<file path="config.mk">
export PLATFORM = sky130hd
export DESIGN_NAME = lzwd_ctrl
export DESIGN_NICKNAME = d
export VERILOG_FILES = /design/src/hdl/lzwd_pkg.sv /design/src/hdl/lzwd_ctrl.sv
export SDC_FILE = /design/constraint.sdc
export NUM_CORES = 1
export LEC_CHECK = 0
export BUFFER_PORTS_ARGS = -buffer_cell sky130_fd_sc_hd__buf_2
export CORE_AREA = 2 2 39 41
export DETAILED_ROUTE_END_ITERATION = 7
export DIE_AREA = 0 0 41 43
export SETUP_SLACK_MARGIN = 0.3
export SYNTH_ARGS = -nofsm -noshare
export SYNTH_HDL_FRONTEND = slang
export SYNTH_SLANG_ARGS = --single-unit
</file>
<file path="constraint.sdc">
create_clock -name clk -period 1.9 [get_ports clk]
set_input_delay 0.095 -clock clk [delete_from_list [all_inputs] [get_ports clk]]
set_output_delay 0.095 -clock clk [all_outputs]
set_load 0.03 [all_outputs]
</file>
<file path="src/hdl/lzwd_pkg.sv">
package lzwd_pkg;

	// History window geometry
	localparam int unsigned WINDOW_SIZE = 8192;
	localparam int unsigned WIN_AW      = $clog2(WINDOW_SIZE);

	// Match header layout: distance in the low bits, length code above it
	localparam int unsigned DIST_W   = 12;
	localparam int unsigned LEN_W    = 4;
	localparam int unsigned LEN_BIAS = 2;
	localparam int unsigned MAX_RUN  = (1 << LEN_W) - 1 + LEN_BIAS;
	localparam int unsigned REM_W    = $clog2(MAX_RUN + 1);

	// Token group
	localparam int unsigned TOKENS_PER_FLAG = 8;
	localparam int unsigned TOK_W           = 4;

	localparam int unsigned CNT_W = 32;

	// Register map (word index)
	localparam logic REG_OUTPUT_LENGTH = 1'b0;

	typedef enum logic [1:0] {
		PH_FLAG  = 2'd0,
		PH_TOKEN = 2'd1,
		PH_HDR   = 2'd2
	} phase_t;

	typedef enum logic [1:0] {
		TK_FLAG,
		TK_LIT,
		TK_HDR_LO,
		TK_HDR_HI
	} tok_kind_t;

	typedef enum logic [2:0] {
		ST_CLEAR,
		ST_IDLE,
		ST_LIT,
		ST_RD,
		ST_WR
	} ctl_state_t;

	typedef struct packed {
		logic clr_wr;
		logic take;
		logic produce;
		logic src_lit;
		logic rd;
		logic next_tok;
	} dp_cmd_t;

	typedef struct packed {
		logic      clr_last;
		tok_kind_t kind;
		logic      prod_ok;
		logic      last_copy;
	} dp_status_t;

endpackage

</file>
<file path="src/hdl/lzwd_ctrl.sv">
module lzwd_ctrl import lzwd_pkg::*; (
	input  logic       clk,
	input  logic       arst_n,
	input  logic       in_valid,
	input  dp_status_t status,
	output logic       in_ready,
	output dp_cmd_t    cmd
);

	ctl_state_t state_q;
	ctl_state_t state_d;

	always_ff @(posedge clk or negedge arst_n) begin
		if (!arst_n) begin
			state_q <= ST_CLEAR;
		end else begin
			state_q <= state_d;
		end
	end

	always_comb begin
		state_d = state_q;
		unique case (state_q)
			ST_CLEAR: begin
				if (status.clr_last) state_d = ST_IDLE;
			end
			ST_IDLE: begin
				if (in_valid) begin
					unique case (status.kind)
						TK_LIT:    state_d = ST_LIT;
						TK_HDR_HI: state_d = ST_RD;
						default:   state_d = ST_IDLE;
					endcase
				end
			end
			ST_LIT: begin
				if (status.prod_ok) state_d = ST_IDLE;
			end
			ST_RD: begin
				state_d = ST_WR;
			end
			ST_WR: begin
				if (status.prod_ok) state_d = status.last_copy ? ST_IDLE : ST_RD;
			end
			default: begin
				state_d = ST_IDLE;
			end
		endcase
	end

	always_comb begin
		cmd      = '0;
		in_ready = 1'b0;
		unique case (state_q)
			ST_CLEAR: begin
				cmd.clr_wr = 1'b1;
			end
			ST_IDLE: begin
				in_ready = 1'b1;
				cmd.take = in_valid;
			end
			ST_LIT: begin
				cmd.produce  = status.prod_ok;
				cmd.src_lit  = 1'b1;
				cmd.next_tok = status.prod_ok;
			end
			ST_RD: begin
				cmd.rd = 1'b1;
			end
			ST_WR: begin
				cmd.produce  = status.prod_ok;
				cmd.next_tok = status.prod_ok && status.last_copy;
			end
			default: begin
			end
		endcase
	end

endmodule

</file>
# ---- After elaboration in Yosys (flattened, before gate mapping)
# Index checks and enable logic that the tools add are counted.
dict set report classes {
  addsub 0
  multipliers 0
  div 0
  magnitude_cmp 0
  n_eq_ne 10
  n_shift 0
  n_mux 14
  n_bitwise 0
  n_reduce_logical 4
}
# op count
set ops {}
lappend ops {{$pmux W3 S5} 1}
lappend ops {{$mux W3} 4}
lappend ops {{$ne A2 B2 Y1 const B} 4}
lappend ops {{$eq A3 B2 Y1 const B} 2}
lappend ops {{$mux W1} 6}
lappend ops {{$pmux W2 S2} 1}
lappend ops {{$reduce_and A4 Y1} 1}
lappend ops {{$eq A3 B1 Y1 const B} 1}
lappend ops {{$eq A3 B3 Y1 const B} 1}
lappend ops {{$logic_not A3 Y1} 1}
lappend ops {{$eq A2 B1 Y1 const B} 1}
lappend ops {{$eq A2 B2 Y1 const B} 1}
lappend ops {{$mux W2} 1}
lappend ops {{$pmux W1 S2} 1}
lappend ops {{$reduce_or A2 Y1} 1}
lappend ops {{$logic_and A1 B1 Y1} 1}
dict set report word_totals {
  ff_bits 3
  latchBits 0
  ramBits 0
  romBits 0
  inputBits 8
  out_inout_bits 7
  memories 0
}

# ---- Longest topological paths before layout
dict set report logic_depth {
  word_depth 4
  mapped_depth 5
  mapped_depth_nobuf 4
}

# ---- Worst setup path after synthesis
# OpenSTA, ideal clock, no wires.
dict set report synth_path {
  kind {reg2out}
  startpoint {reg state_q[1]}
  endpoint {out cmd[0] (netlist bit)}
  arrival_ns 1.722
  t_required_ns 1.805
  slack_ns 0.083
  path_stages_with_launch 4
  cell_sequence {dfrtp_1 > buf_6 > nor3b_1 > o21a_1}
}
# element line
set synth_lines {}
lappend synth_lines {{start, declared} lzwd_ctrl.sv:10} ;# ctl_state_t state_q;
lappend synth_lines {{start signal, assigned} lzwd_ctrl.sv:17} ;# state_q <= state_d;
lappend synth_lines {{end, declared} lzwd_ctrl.sv:7} ;# output dp_cmd_t cmd

# ---- Worst setup path in the final report
dict set report layout_path {
  startpoint {reg state_q[1]}
  endpoint {reg state_q[1]}
}
dict set report layout_via {
  elab_chain_len 3
  word_cells_on_any_way 11
  cone_classes {8 x eq/ne; 1 x mux; 2 x reduce/logical}
}
# element line
set layout_rtl {}
lappend layout_rtl {{$eq A3 B2 Y1, or another cell as far along} lzwd_ctrl.sv:23} ;# unique case (state_q)
lappend layout_rtl {{$ne A2 B2 Y1 (no source line)} n/a}
lappend layout_rtl {{$reduce_and A4 Y1 (no source line)} n/a}
# Parallel ways exist; a longest one is shown, timed or not.
# A chain may end at the register's enable or synchronous reset.

==> results.sh <==
export IMPL_run_status="completed"
export IMPL_synthDistinctLibCells=22
export IMPL_initial_core_util_pct=23.7
export IMPL_grt_first_pass_wirelength_um=972
export IMPL_critical_path_peak_fanout=13
export IMPL_post_route_cells_drive_above_1_share_pct=59.2
export IMPL_io_pins=15
export IMPL_period_minus_slack_ns=1.48
export IMPL_finalCoreUtilization_pct=30.7
export IMPL_regToRegStartpoint="state_q[1]"
export IMPL_max_stage_delay_ns=0.51
export IMPL_ctsRootBufferMaster="sky130_fd_sc_hd__clkbuf_4"
export IMPL_number_of_antenna_violations_at_the_first_check_in_global_routing=0
export IMPL_first_pass_iters=4
export IMPL_die_area_mm2=0.00176
export IMPL_cts_buffers=3
export IMPL_largest_register_ff_count=3
export IMPL_die_span_x_um=41
export IMPL_postSynthRegisterBits=3
export IMPL_route_detailed_drc=0
export IMPL_post_synth_design_cell_area_um2=328
export IMPL_cellLeakagePower_nw=0.198
export IMPL_clock_tree_htree_level_count=1
export IMPL_wirelength_um=621
export IMPL_required_ns=2.01
export IMPL_placement_setup_worst_slack_ns=0.300
export IMPL_netlist_instances=34
export IMPL_synth_top_cells_by_area="sky130_fd_sc_hd__dfrtp_1, sky130_fd_sc_hd__buf_6, sky130_fd_sc_hd__a2111oi_4"
export IMPL_power_density_of_the_placed_cells_mw_per_mm2=1680
export IMPL_fin_tns_setup_ns=0
export IMPL_input_output_buffers=14
export IMPL_rsz0062_at_grt="false"
export IMPL_floorplan_core_area_mm2=0.00138
export IMPL_yosysTopAreaCellShare_pct=22.9
export IMPL_grt_overflow_total=0
export IMPL_min_path_cells=3
export IMPL_insertedDiodeCount=0
export IMPL_ctsLongestPathBuffers=2
export IMPL_slew_headroom_pct=76.2
export IMPL_report_power_total_uw=710
export IMPL_post_drt_via_cell_ratio=4.37
export IMPL_holdCritStartpoint="status[2]"
export IMPL_vias=284
export IMPL_route_antenna_remaining_nets=0
export IMPL_worstHoldPathType="input pin to flop"
export IMPL_grt_max_degree=14
export IMPL_reg2reg_depth=4
export IMPL_timing_max_transition_violations_final=0
export IMPL_report_final_hold_viol_count=0
export IMPL_area_leader_netlist="sky130_fd_sc_hd__dfrtp_1"
export IMPL_critical_path_class="flop to flop"
export IMPL_drt_initial_drc_count=4
export IMPL_first_global_vias=239
export IMPL_max_cap_violations=0
export IMPL_max_clock_freq_mhz=677
export IMPL_start_kind="flop"
export IMPL_timing_critical_path_slowest_stage_cell="sky130_fd_sc_hd__dfrtp_2"
export IMPL_hpwlAfterDp_um=477
export IMPL_setup_ws_ns=0.423
export IMPL_worstPathCellList="nor2_1 > and2_4 > a211oi_2 > mux2_4"
export IMPL_wl_per_cell_um=9.55
export IMPL_grt_total_usage_pct=8.76
export IMPL_final_net_count=58
export IMPL_biggestRegsByFlops="state_q (3)"
export IMPL_areaGrowthSynthToFinish_pct=29.4
export IMPL_end_kind="flop"
export IMPL_setup_viol=0
export IMPL_finalClockSkew_ns=0.00129
export IMPL_synth_warn=0
export IMPL_syn_avg_cell_area_um2=9.64
export IMPL_gp_congestion=0.742
export IMPL_max_flop_register="state_q"
export IMPL_cts_tree="built"
export IMPL_clkLatencyLatePin_ns=0.23
export IMPL_irDropWorstVdd_mv=0.399
export IMPL_yosysSeqAreaShare_pct=22.9
export IMPL_rows=14
export IMPL_cts_clk_slew_worst_paths_ns=0.03
export IMPL_clock_sinks=3
export IMPL_worst_pin_slew_ns=0.356
export IMPL_layout_worst_path_cycle_share_pct=77.7
export IMPL_launch_point_of_the_worst_path="state_q[1]"
export IMPL_cp_data_arrival_time_ns=1.59
export IMPL_postSynthNetCount=42
export IMPL_die_h_um=43
[worst max-delay path: cells and delay by family, from the launching register on]
kind	cells	cell delay, ns
flops	1	0.51
mux	1	0.32
simple gates	2	0.26
compound gates	1	0.27
[routing by layer]
metal	GRT usage [%]	vias up	share of wire (%)
li1	-	148	-
met1	10.4	120	42
met2	11.6	14	43
met3	3.14	2	12
met4	8.00	0	2.1
met5	0	-	0
[through the flow]
stage	cell area, µm²	hold slack, ns	cells
2_1_floorplan	335	-0.201	34
3_3_place_gp	384	-0.109	60
3_5_place_dp	384	-0.109	60
4_1_cts	422	0.177	65
5_1_grt	424	0.188	65
6_report	424	0.173	65
[area by class of cell]
type,count,area [µm²]
multi-input combinational,25,211
fill,142,960
clock buffer,4,26.3
timing repair buffer,15,80.1
tap,16,20.0
inverter,2,7.51
sequential,3,78.8
[cell families (layout without fill, tap and decap cells)]
family	count (synthesis)	in the layout	share of synthesized area (%)
mux	1	1	4.58
flops	3	3	22.9
compound gates	7	7	22.9
xor+xnor	1	1	2.67
simple gates	16	16	32.1
buf+inv	6	21	14.9
[Yosys cell counts, drive strengths merged]
| master | count |
|---|---|
| inv | 2 |
| and3 | 1 |
| a21oi | 2 |
| nor2b | 1 |
| mux2 | 1 |
| nor3b | 1 |
| a211oi | 1 |
| nor2 | 5 |
| dfrtp | 3 |
| nand2b | 1 |
| nor3 | 2 |
| o21a | 1 |
| a221oi | 1 |
| and3b | 2 |
| and2 | 1 |
| a2111oi | 1 |
| xnor2 | 1 |
| nor4b | 1 |
| o2bb2ai | 1 |
| buf | 4 |
| or2 | 1 |
[repair_timing]
| item | CTS | global route |
|---|---|---|
| endpoints found under the setup margin | 1 | 2 |
| gates resized for setup | 1 | 2 |
| setup buffers | 0 | 0 |
| endpoints found under the hold margin | 3 | 0 |
| hold buffers | 1 | 0 |
| pin swaps | 0 | 0 |
[worst paths after layout]
path,to,slack [ns]
min in group asynchronous,state_q[2],0.18
max in group asynchronous,state_q[0],1.60
worst max register to register,state_q[1],0.42
worst max-delay path,state_q[1],0.42
worst min register to register,state_q[0],0.73
worst min-delay path,state_q[0],0.17
[cell usage in the layout, fill, tap and decap left out, drive strengths merged]
cell / instances
and2: 1
nor3: 2
a2111oi: 1
a211oi: 1
clkbuf: 4
nor4b: 1
dfrtp: 3
nor2: 5
o2bb2ai: 1
or2: 1
nor2b: 1
a221oi: 1
and3: 1
buf: 14
inv: 2
mux2: 1
nand2b: 1
and3b: 2
o21a: 1
nor3b: 1
xnor2: 1
a21oi: 2
dlygate4sd3: 1
[power breakdown]
group | leakage, nW | switching (mW) | internal (mW)
Combinational | 0.150 | 0.215 | 0.191
Clock | 0.0150 | 0.0311 | 0.0786
Sequential | 0.0332 | 0.0981 | 0.0971
Total | 0.198 | 0.344 | 0.366
Note: power is estimated with default switching activity, not from simulation.
